===== config.mk =====
export PLATFORM = sky130hd
export DESIGN_NAME = uart_image_loader
export DESIGN_NICKNAME = d
export VERILOG_FILES = /design/src/rtl/uil_pkg.sv /design/src/rtl/uart_image_loader.sv
export VERILOG_INCLUDE_DIRS = /design/src /design/src/rtl
export SDC_FILE = /design/constraint.sdc
export NUM_CORES = 1
export LEC_CHECK = 0
export BUFFER_PORTS_ARGS = -buffer_cell sky130_fd_sc_hd__buf_2
export CAP_MARGIN = 0
export CORE_MARGIN = 5
export CORE_UTILIZATION = 40
export DETAILED_ROUTE_END_ITERATION = 6
export GPL_TIMING_DRIVEN = 0
export PLACE_DENSITY = 0.57
export SLEW_MARGIN = 20
export SYNTH_ARGS = -nofsm -noshare
export SYNTH_HDL_FRONTEND = slang
export SYNTH_SLANG_ARGS = --single-unit

===== constraint.sdc =====
create_clock -name clock -period 21.2 [get_ports clock]
set_clock_uncertainty 0.15 [all_clocks]
set_input_delay 0 -clock clock [delete_from_list [all_inputs] [get_ports clock]]
set_output_delay 0 -clock clock [all_outputs]
set_load 0.01 [all_outputs]

===== src/rtl/uart_image_loader_defines.svh =====
// Assertion macros shared by the serial image loader RTL.
// Needs a clock named clock and a synchronous reset named reset in scope.
`ifndef UART_IMAGE_LOADER_DEFINES_SVH
`define UART_IMAGE_LOADER_DEFINES_SVH

// Same-cycle implication, disabled during reset.
`define UIL_ASSERT_IMPL(label, cond, expr) \
   label: assert property (@(posedge clock) disable iff (reset) (cond) |-> (expr)) \
      else $error("uil implication check failed");

// Next-cycle implication, disabled during reset.
`define UIL_ASSERT_NEXT(label, cond, expr) \
   label: assert property (@(posedge clock) disable iff (reset) (cond) |=> (expr)) \
      else $error("uil next-cycle check failed");

`endif


===== src/rtl/uil_pkg.sv =====
// Shared types and constants of the serial image loader.
// No dependencies.
`default_nettype none

package uil_pkg;

   localparam int unsigned ADDR_WIDTH = 32;
   localparam logic [31:0] ADDR_MASK  = 32'((64'd1 << ADDR_WIDTH) - 64'd1);

   localparam logic [7:0] SYNC_CHAR = 8'h4C;  // 'L'
   localparam logic [7:0] ACK_CHAR  = 8'h4B;  // 'K'
   localparam logic [7:0] ERR_CHAR  = 8'h45;  // 'E'

   localparam logic [31:0] IMAGE_BASE_RESET = 32'h0000_0800;
   localparam logic [31:0] MAX_LENGTH_RESET = 32'd14336;
   localparam logic [31:0] POLL_LIMIT_RESET = 32'd60000000;

   localparam logic [1:0] CSR_IMAGE_BASE = 2'd0;
   localparam logic [1:0] CSR_MAX_LENGTH = 2'd1;
   localparam logic [1:0] CSR_POLL_LIMIT = 2'd2;

   typedef struct packed {
      logic       mode;
      logic [7:0] rx_byte;
   } req_type;

   typedef struct packed {
      logic        tx_valid;
      logic [7:0]  tx_byte;
      logic        store_valid;
      logic [31:0] store_address;
      logic [7:0]  store_data;
      logic        jump_valid;
      logic        boot_kind;
   } rsp_type;

endpackage

`default_nettype wire


===== src/rtl/uart_image_loader.sv =====
// Serial boot loader engine: sync with timeout, length, image store and checksum check.
// Depends on uil_pkg and uart_image_loader_defines.svh.
//
// Usage:
//   req channel: one beat per poll; mode 0 is a tick, mode 1 carries rx_byte.
//   rsp channel: at most one beat per poll, holding the reply byte, the image
//   byte write and the jump request. Polls that cause nothing give no beat.
//   csr channel: always ready; index 0 image_base, 1 max_length,
//   2 poll_limit; other indexes are dropped. Write only while idle.
// Timing:
//   A poll is held in the input register on acceptance and processed there;
//   its result beat is registered on rsp and can be taken at an edge with
//   rsp_stall low. One poll per cycle is sustained while the skid is empty.
// Stall:
//   A result register plus a one-entry skid buffer decouple the sides; a
//   poll keeps flowing while one result waits. req_stall rises only when the
//   skid is full and a poll is waiting in the input register.
// Reset:
//   Returns to waiting for sync with the timeout counter at zero and the
//   registers at their defaults; pending beats are dropped.
`default_nettype none
`include "uart_image_loader_defines.svh"

module uart_image_loader (
   input  wire logic             clock,
   input  wire logic             reset,
   input  wire logic             req_valid,
   output logic                  req_stall,
   input  wire uil_pkg::req_type req_data,
   output logic                  rsp_valid,
   input  wire logic             rsp_stall,
   output uil_pkg::rsp_type      rsp_data,
   input  wire logic             csr_valid,
   output logic                  csr_ready,
   input  wire logic [1:0]       csr_index,
   input  wire logic [31:0]      csr_data
);
   import uil_pkg::*;

   localparam logic [2:0] PH_WAIT = 3'd0;
   localparam logic [2:0] PH_LEN  = 3'd1;
   localparam logic [2:0] PH_DATA = 3'd2;
   localparam logic [2:0] PH_SUM  = 3'd3;
   localparam logic [2:0] PH_DONE = 3'd4;

   logic [31:0] image_base_ff, max_length_ff, poll_limit_ff;

   logic        in_valid_ff;
   req_type     in_ff;
   logic        out_valid_ff, skid_valid_ff;
   rsp_type     out_ff, skid_ff;

   logic [2:0]  phase_ff, phase_in;
   logic [31:0] poll_ff, poll_in;
   logic [1:0]  lbs_ff, lbs_in;
   logic [31:0] len_ff, len_in;
   logic [31:0] idx_ff, idx_in;
   logic [7:0]  sum_ff, sum_in;

   logic        emit;
   rsp_type     res;
   logic        proc, req_take, rsp_take;
   logic [31:0] len_acc, idx_next, poll_next;

   assign csr_ready = 1'b1;
   assign proc      = in_valid_ff && !skid_valid_ff;
   assign req_stall = in_valid_ff && skid_valid_ff;
   assign req_take  = req_valid && !req_stall;
   assign rsp_valid = out_valid_ff;
   assign rsp_data  = out_ff;
   assign rsp_take  = out_valid_ff && !rsp_stall;

   assign len_acc   = len_ff | ({24'd0, in_ff.rx_byte} << {lbs_ff, 3'b000});
   assign idx_next  = idx_ff + 32'd1;
   assign poll_next = (poll_ff == 32'hFFFF_FFFF) ? poll_ff : poll_ff + 32'd1;

   always_comb begin
      phase_in = phase_ff;
      poll_in  = poll_ff;
      lbs_in   = lbs_ff;
      len_in   = len_ff;
      idx_in   = idx_ff;
      sum_in   = sum_ff;
      emit     = 1'b0;
      res      = '0;
      unique case (phase_ff)
         PH_WAIT: begin
            if (in_ff.mode && in_ff.rx_byte == SYNC_CHAR && poll_ff < poll_limit_ff) begin
               emit        = 1'b1;
               res.tx_valid = 1'b1;
               res.tx_byte  = ACK_CHAR;
               phase_in    = PH_LEN;
               lbs_in      = 2'd0;
               len_in      = 32'd0;
            end else begin
               poll_in = poll_next;
               if (poll_next >= poll_limit_ff) begin
                  emit           = 1'b1;
                  res.jump_valid = 1'b1;
                  res.boot_kind  = 1'b1;
                  phase_in       = PH_DONE;
               end
            end
         end
         PH_LEN: begin
            if (in_ff.mode) begin
               len_in = len_acc;
               if (lbs_ff != 2'd3) begin
                  lbs_in = lbs_ff + 2'd1;
               end else begin
                  lbs_in = 2'd0;
                  if (len_acc > max_length_ff) begin
                     emit         = 1'b1;
                     res.tx_valid = 1'b1;
                     res.tx_byte  = ERR_CHAR;
                     phase_in     = PH_WAIT;
                     poll_in      = 32'd0;
                  end else begin
                     idx_in   = 32'd0;
                     sum_in   = 8'd0;
                     phase_in = (len_acc == 32'd0) ? PH_SUM : PH_DATA;
                  end
               end
            end
         end
         PH_DATA: begin
            if (in_ff.mode) begin
               emit              = 1'b1;
               res.store_valid   = 1'b1;
               res.store_address = (image_base_ff + idx_ff) & ADDR_MASK;
               res.store_data    = in_ff.rx_byte;
               sum_in            = sum_ff + in_ff.rx_byte;
               idx_in            = idx_next;
               if (idx_next >= len_ff) phase_in = PH_SUM;
            end
         end
         PH_SUM: begin
            if (in_ff.mode) begin
               emit         = 1'b1;
               res.tx_valid = 1'b1;
               if (in_ff.rx_byte == sum_ff) begin
                  res.tx_byte    = ACK_CHAR;
                  res.jump_valid = 1'b1;
                  phase_in       = PH_DONE;
               end else begin
                  res.tx_byte = ERR_CHAR;
                  phase_in    = PH_WAIT;
                  poll_in     = 32'd0;
               end
            end
         end
         default: begin
            // done: everything is ignored until reset
         end
      endcase
   end

   // config registers
   always_ff @(posedge clock) begin
      if (reset) begin
         image_base_ff <= IMAGE_BASE_RESET;
         max_length_ff <= MAX_LENGTH_RESET;
         poll_limit_ff <= POLL_LIMIT_RESET;
      end else if (csr_valid && csr_ready) begin
         unique case (csr_index)
            CSR_IMAGE_BASE: image_base_ff <= csr_data;
            CSR_MAX_LENGTH: max_length_ff <= csr_data;
            CSR_POLL_LIMIT: poll_limit_ff <= csr_data;
            default: begin
            end
         endcase
      end
   end

   // loader state
   always_ff @(posedge clock) begin
      if (reset) begin
         phase_ff <= PH_WAIT;
         poll_ff  <= 32'd0;
         lbs_ff   <= 2'd0;
         len_ff   <= 32'd0;
         idx_ff   <= 32'd0;
         sum_ff   <= 8'd0;
      end else if (proc) begin
         phase_ff <= phase_in;
         poll_ff  <= poll_in;
         lbs_ff   <= lbs_in;
         len_ff   <= len_in;
         idx_ff   <= idx_in;
         sum_ff   <= sum_in;
      end
   end

   // input register
   always_ff @(posedge clock) begin
      if (reset) begin
         in_valid_ff <= 1'b0;
      end else if (req_take) begin
         in_valid_ff <= 1'b1;
      end else if (proc) begin
         in_valid_ff <= 1'b0;
      end
   end

   always_ff @(posedge clock) begin
      if (req_take) in_ff <= req_data;
   end

   // result register and skid; a new result lands in the skid only while
   // the result register is held by the receiver
   always_ff @(posedge clock) begin
      if (reset) begin
         out_valid_ff  <= 1'b0;
         skid_valid_ff <= 1'b0;
      end else begin
         if (skid_valid_ff) begin
            if (rsp_take) skid_valid_ff <= 1'b0;
         end else if (proc && emit) begin
            if (out_valid_ff && rsp_stall) begin
               skid_valid_ff <= 1'b1;
            end else begin
               out_valid_ff <= 1'b1;
            end
         end else if (rsp_take) begin
            out_valid_ff <= 1'b0;
         end
      end
   end

   always_ff @(posedge clock) begin
      if (skid_valid_ff) begin
         if (rsp_take) out_ff <= skid_ff;
      end else if (proc && emit) begin
         if (out_valid_ff && rsp_stall) begin
            skid_ff <= res;
         end else begin
            out_ff <= res;
         end
      end
   end

   `UIL_ASSERT_IMPL(a_skid_behind_out, skid_valid_ff, out_valid_ff)
   `UIL_ASSERT_NEXT(a_done_sticks, phase_ff == PH_DONE, phase_ff == PH_DONE)
   `UIL_ASSERT_IMPL(a_len_count_in_len, lbs_ff != 2'd0, phase_ff == PH_LEN)
   `UIL_ASSERT_NEXT(a_jump_enters_done, proc && emit && res.jump_valid, phase_ff == PH_DONE)

endmodule

`default_nettype wire


=== After elaboration in Yosys (flattened, before gate mapping) ===
Cells that the tools add are included.

* Eq/ne operators: 23
* Shifts and indexed selects: 1
* Divide/modulo/power cells: 0
* $lt $le $gt $ge: 4
* Reduce and logical (&&, ||, !) cells: 32
* Add/sub/neg operators: 5
* Muxes and demuxes: 71
* Bitwise gates (word level): 2
* $mul: 0

{| class="wikitable"
|+ Operators by type and width
! kind !! number
|-
| $mux W32 || 13
|-
| $mux W52 || 4
|-
| $pmux W32 S2 || 2
|-
| $pmux W32 S3 || 1
|-
| $mux W41 || 2
|-
| $add A32 B1 Y32 const B || 2
|-
| $ge A32 B32 Y1 || 2
|-
| $mux W9 || 5
|-
| $add A32 B32 Y32 || 1
|-
| $eq A32 B32 Y1 const B || 1
|-
| $gt A32 B32 Y1 || 1
|-
| $logic_not A32 Y1 || 1
|-
| $lt A32 B32 Y1 || 1
|-
| $mux W8 || 4
|-
| $or A32 B32 Y32 || 1
|-
| $shl A8 B5 Y32 || 1
|-
| $pmux W9 S3 || 1
|-
| $ne A2 B2 Y1 const B || 13
|-
| $mux W3 || 8
|-
| $mux W1 || 19
|-
| $pmux W8 S2 || 1
|-
| $reduce_and A8 Y1 || 2
|-
| $mux W2 || 6
|-
| $pmux W3 S4 || 1
|-
| other kinds (27) || 45
|}

* Output and inout bits: 55
* Memories: 0
* Bits in writable memories: 0
* Bits in latches: 0
* Input port bits: 48
* Flip-flop bits (word level): 321
* Word-level logic and storage cells: 166
* ROM bits: 0

=== Longest topological paths before layout ===
* Depth after elaboration: 10
* Depth in mapped cells: 20
* Mapped depth without buffers: 18

=== Least setup slack after synthesis ===
OpenSTA, ideal clock, no wires.

* Path kind: register -> register
* Start: register poll_ff[3]
* End: register skid_ff[0] (netlist name), enable pin
* Data required time: 20.486 ns
* Path buffers: 3
* Path slack: 12.640 ns
* Clock period less this slack: 8.560 ns
* Arrival: 7.847 ns
* Cell stages (with the launch flop): 19
* Cells stage by stage: dfxtp_1 > buf_4 > and4_1 > nand3_1 > or3_1 > buf_2 > or3_4 > nand2b_1 > buf_4 > nor3_1 > xor2_1 > ha_1 > nand4_1 > nor2_1 > nand2_1 > a2111oi_0 > o41ai_1 > o311a_1 > nor4_1

* Cells in the longest elaborated chain, start to end: 8
* Elaborated cells on any way between the ends: 11
* Classes of those cells: add/sub (1); order compare (2); eq/ne (1); mux (4); reduce/logical (3)

{| class="wikitable"
|+ Ends and longest elaborated chain
! what !! line !! text
|-
| start, declared || uart_image_loader.sv:54 || <nowiki>logic [31:0] poll_ff, poll_in;</nowiki>
|-
| start signal, assigned || uart_image_loader.sv:186 || <nowiki>poll_ff <= poll_in;</nowiki>
|-
| $add A32 B1 Y32 or $eq A32 B32 Y1 (tied branches) || uart_image_loader.sv:75 || <nowiki>assign poll_next = (poll_ff == 32'hFFFF_FFFF) ? poll_ff : poll_ff + 32'd1;</nowiki>
|-
| $mux W32 || uart_image_loader.sv:75 ||
|-
| $ge A32 B32 Y1 || uart_image_loader.sv:97 || <nowiki>if (poll_next >= poll_limit_ff) begin</nowiki>
|-
| $mux W1 || uart_image_loader.sv:97 ||
|-
| $mux W1 (*) || uart_image_loader.sv:88 || <nowiki>if (in_ff.mode && in_ff.rx_byte == SYNC_CHAR && poll_ff < poll_limit_ff) begin</nowiki>
|-
| $pmux W1 S3 (*) || uart_image_loader.sv:86 || <nowiki>unique case (phase_ff)</nowiki>
|-
| $logic_and A1 B1 Y1 (*) || uart_image_loader.sv:233 || <nowiki>end else if (proc && emit) begin</nowiki>
|-
| $reduce_and A3 Y1 (no line) (*) || - ||
|-
| end signal, assigned || uart_image_loader.sv:235 || <nowiki>skid_ff <= res;</nowiki>
|-
| end, declared || uart_image_loader.sv:51 || <nowiki>rsp_type out_ff, skid_ff;</nowiki>
|}

Mark *: on every way between the ends. The rest lies on a longest branch, timed or not.
A chain may end at the register's enable or synchronous reset.

=== Worst setup path in the final report ===
* Start: register poll_ff[4]
* End: register skid_ff[5] (netlist name), enable pin

Same word-level chain as after synthesis.

==> reports/qor.yml <==
timing:
  tightest_slew_ns: 0.9954
  finalSetupTns_ns: 0
  grt_setup_unrepaired: "no"
  slew_headroom_pct: 33.03
  setup_viol: 0
  hold_viol_final: 0
  final.min_clock_period_ns: 7.156
  maxSlewViolCount: 0
  fin_crit_sh_pct: 33.75
  max_freq_mhz: 139.7
  whs_ns: 0.02421
  postLayoutSetupSlackWorst_ns: 14.04
final_layout:
  drive_gt1_share_pct: 10.81
  nets: 2532
  num_antenna_cells: 0
  syn_to_final_growth_pct: 18.11
  design_area_um2: 21420
clocking:
  ctsLongestPathBuffers: 3
  cts_buffers: 38
  htree_levels: 2
  cts_sinks: 309
  cts_setup_buffers: 0
  cts.clk_slew.worst_paths_ns: 0.06
  cts_tree: "yes"
  clk_latency_ns: 0.55
  clock-root-buffer: "clkbuf_16"
yosys:
  yosysUniqueCellTypes: 78
  synth_common_cells: "313 x nand2_1, 237 x a21oi_1, 208 x dfxtp_1"
  synthesis.instances: 2104
  synth_top_area_share_pct: 22.96
  ys_seq_area_share_pct: 39.69
  yosys_most_used_dff: "dfxtp_1"
  synth_area_leaders: "dfxtp_1 23%, edfxtp_1 17%, ha_1 12%"
  synth.avg_cell_area_um2: 8.619
  yosys.cell_count.top_type: "nand2_1"
  yosysWarnings: 0
  synth_area_um2: 18130
  async_flop_share_pct: 0
  synth-seq-cells: 309
  synth_edf_count: 101
  synth_top_area_cell: "dfxtp_1"
worst_setup_path:
  crit_fanout: 8
  critPathLaunch: "poll_ff[4]$_SDFFE_PP0P_"
  critPathRequiredTime_ns: 21.29
  path_class: "reg -> reg"
  worstPathArrival_ns: 7.24
  r2r_slack_ns: 14.04
  reg2reg_depth: 23
  r2r_end: "skid_ff[5]$_DFFE_PP_"
  reg2reg_from: "poll_ff[4]$_SDFFE_PP0P_"
  endpoint: "skid_ff[5]$_DFFE_PP_"
  cp-start-kind: "flop"
  cp-end-kind: "flop"
floorplanning:
  row_count: 78
  io_pins: 103
  start_util_pct: 40.22
  die-area_um2: 49690
  coreArea_um2: 45090
  die_height_um: 222.9
  fp.dieW_um: 222.9
power_and_ir_drop:
  p_seq_share_pct: 44.5
  p_per_area_nw_per_um2: 65.56
  combinationalPowerShare_pct: 5.8
  switching_share_pct: 23.31
  total_leakage_power_nw: 8.742
  p_sw_mw: 0.3273
  power_frac_clock_pct: 49.7
  p_int_mw: 1.077
  max-vdd-ir-drop_uv: 52.36
run_status:
  status: "complete, no violations"
grt:
  grt_max_degree: 18
  grt_overflow: 0
  gr-usage-all-layers_pct: 23.48
  grt_pass1_vias: 15744
  grt_pass1_wl_mm: 91.85
  grt_antenna_before_repair: 0
run:
  drv_cap: 0
placement:
  pre_cts_ws_ns: 14.09
  io_buffers: 98
  dpl.hpwl_mm: 46.27
  postPlaceCellArea_um2: 19490
  place_congestion: 0.9273
route:
  vias: 16321
  routedWlPerCell_um: 20.49
  drc: 0
  drt-initial-drc-count: 1374
  dr.pass1.iters: 5
  drt_wl_total_mm: 60.23
  via_per_inst: 5.551
  final_antenna_net_count: 0
worst_hold_path:
  hold_class: "in -> reg"
registers in the layout (all words and copies together) (netlist names), 32 cells and up:
signal         cells
idx_ff            32
image_base_ff     32
len_ff            32
max_length_ff     32
poll_ff           32
poll_limit_ff     32
rsp_data          46
skid_ff           46
worst min-delay path by stage:
stage,start,cells past startpoint,endpoint,slack [ns]
2_1_floorplan,req_data[0],0,in_ff[0]$_DFFE_PP_,-0.05
3_3_place_gp,req_data[5],1,in_ff[5]$_DFFE_PP_,0.03
3_5_place_dp,req_data[5],1,in_ff[5]$_DFFE_PP_,0.03
4_1_cts,req_data[3],2,in_ff[3]$_DFFE_PP_,0.002
5_1_grt,req_data[6],2,in_ff[6]$_DFFE_PP_,0.01
6_report,req_data[6],2,in_ff[6]$_DFFE_PP_,0.02
cells in the final DEF, fill, tap and decap left out, types with 9 or more instances in the layout:
cell,n
o31ai_2,10
o211ai_1,17
mux2_2,21
nor3_1,26
o31ai_1,37
buf_4,12
nand2_1,313
xor2_1,39
nor2b_1,16
nor4_1,14
nand2b_1,9
a21o_1,62
nand3_1,112
a21oi_1,237
nand4_1,43
o21ai_0,69
inv_1,153
nor2_1,107
xnor2_1,55
buf_1,9
a31oi_1,13
edfxtp_1,101
buf_2,118
clkbuf_1,83
dfxtp_1,208
clkbuf_16,39
a32o_1,12
and3_1,25
ha_1,168
dlygate4sd3_1,60
cell families (layout without fill, tap and decap cells):
family	after synthesis	count (layout)	share of synthesized area (%)
XOR/XNOR	94	94	4.540
flip-flops	309	309	39.69
buffers and inverters	266	500	5.830
AO/OA/AOI/OAI	519	519	18.05
other	2	4	0.04141
AND/OR/NAND/NOR	722	722	18.68
adder cells (fa/ha/maj)	170	170	11.81
multiplexers	22	22	1.359
area by class of cell:
cell class	instances	area [um^2]
Clock inverter	20	294.0
Multi-Input combinational cell	1531	9916
Buffer	113	483.0
Sequential cell	309	7197
Fill cell	4435	23670
Clock buffer	46	1032
Inverter	153	574.3
Tap cell	600	750.7
Timing Repair Buffer	168	1170
critical path: stages, from the launching register on:
cell       delay, ns
dfxtp_1         0.45
and4_1          0.31
nand3_1         0.20
or3_1           0.38
buf_2           0.18
nor3_1          0.41
or3_1           0.18
buf_4           0.13
nor2_1          0.06
xor2_1          0.17
ha_1            0.31
nand4_1         0.10
nor2_1          0.16
nand2_1         0.11
a2111oi_1       0.80
o41ai_1         0.30
o311a_1         0.45
nor4_2          0.56
buf_2           0.32
buf_2           0.24
buf_4           0.19
buf_2           0.21
buf_2           0.23
buf_2           0.23
power groups by stage:
stage | Combinational [mW] | Sequential [mW] | Clock, mW
final | 0.0816 | 0.624 | 0.698
after CTS | 0.0804 | 0.624 | 0.712
after detailed placement | 0.0717 | 0.637 | 0
after global routing | 0.0893 | 0.625 | 0.732
after floorplan | 0.0424 | 0.632 | 0
after global placement | 0.0703 | 0.637 | 0
through the flow:
stage | util [%] | power [mW] | instances
after floorplan | - | 0.6746 | 2106
after detailed placement | 43.22 | 0.7084 | 2814
after CTS | 47.49 | 1.416 | 2940
after global placement | 42.99 | 0.7069 | 2804
after global routing | 47.50 | 1.446 | 2940
final | 47.50 | 1.404 | 2940
per-layer routing:
metal	routed length, um	global-route usage, %	vias up
met5	0	0	-
met4	1807	7.312	0
met3	3841	3.461	95
met2	27400	38.26	514
met1	27180	32.40	7827
li1	-	-	7885
timing repair:
| item | CTS | global route |
|---|---|---|
| hold buffers | 60 | 0 |
| endpoints found under the hold margin | 143 | 0 |
| resized for setup | 0 | 0 |
No activity file was read; power rests on OpenSTA's default activity.
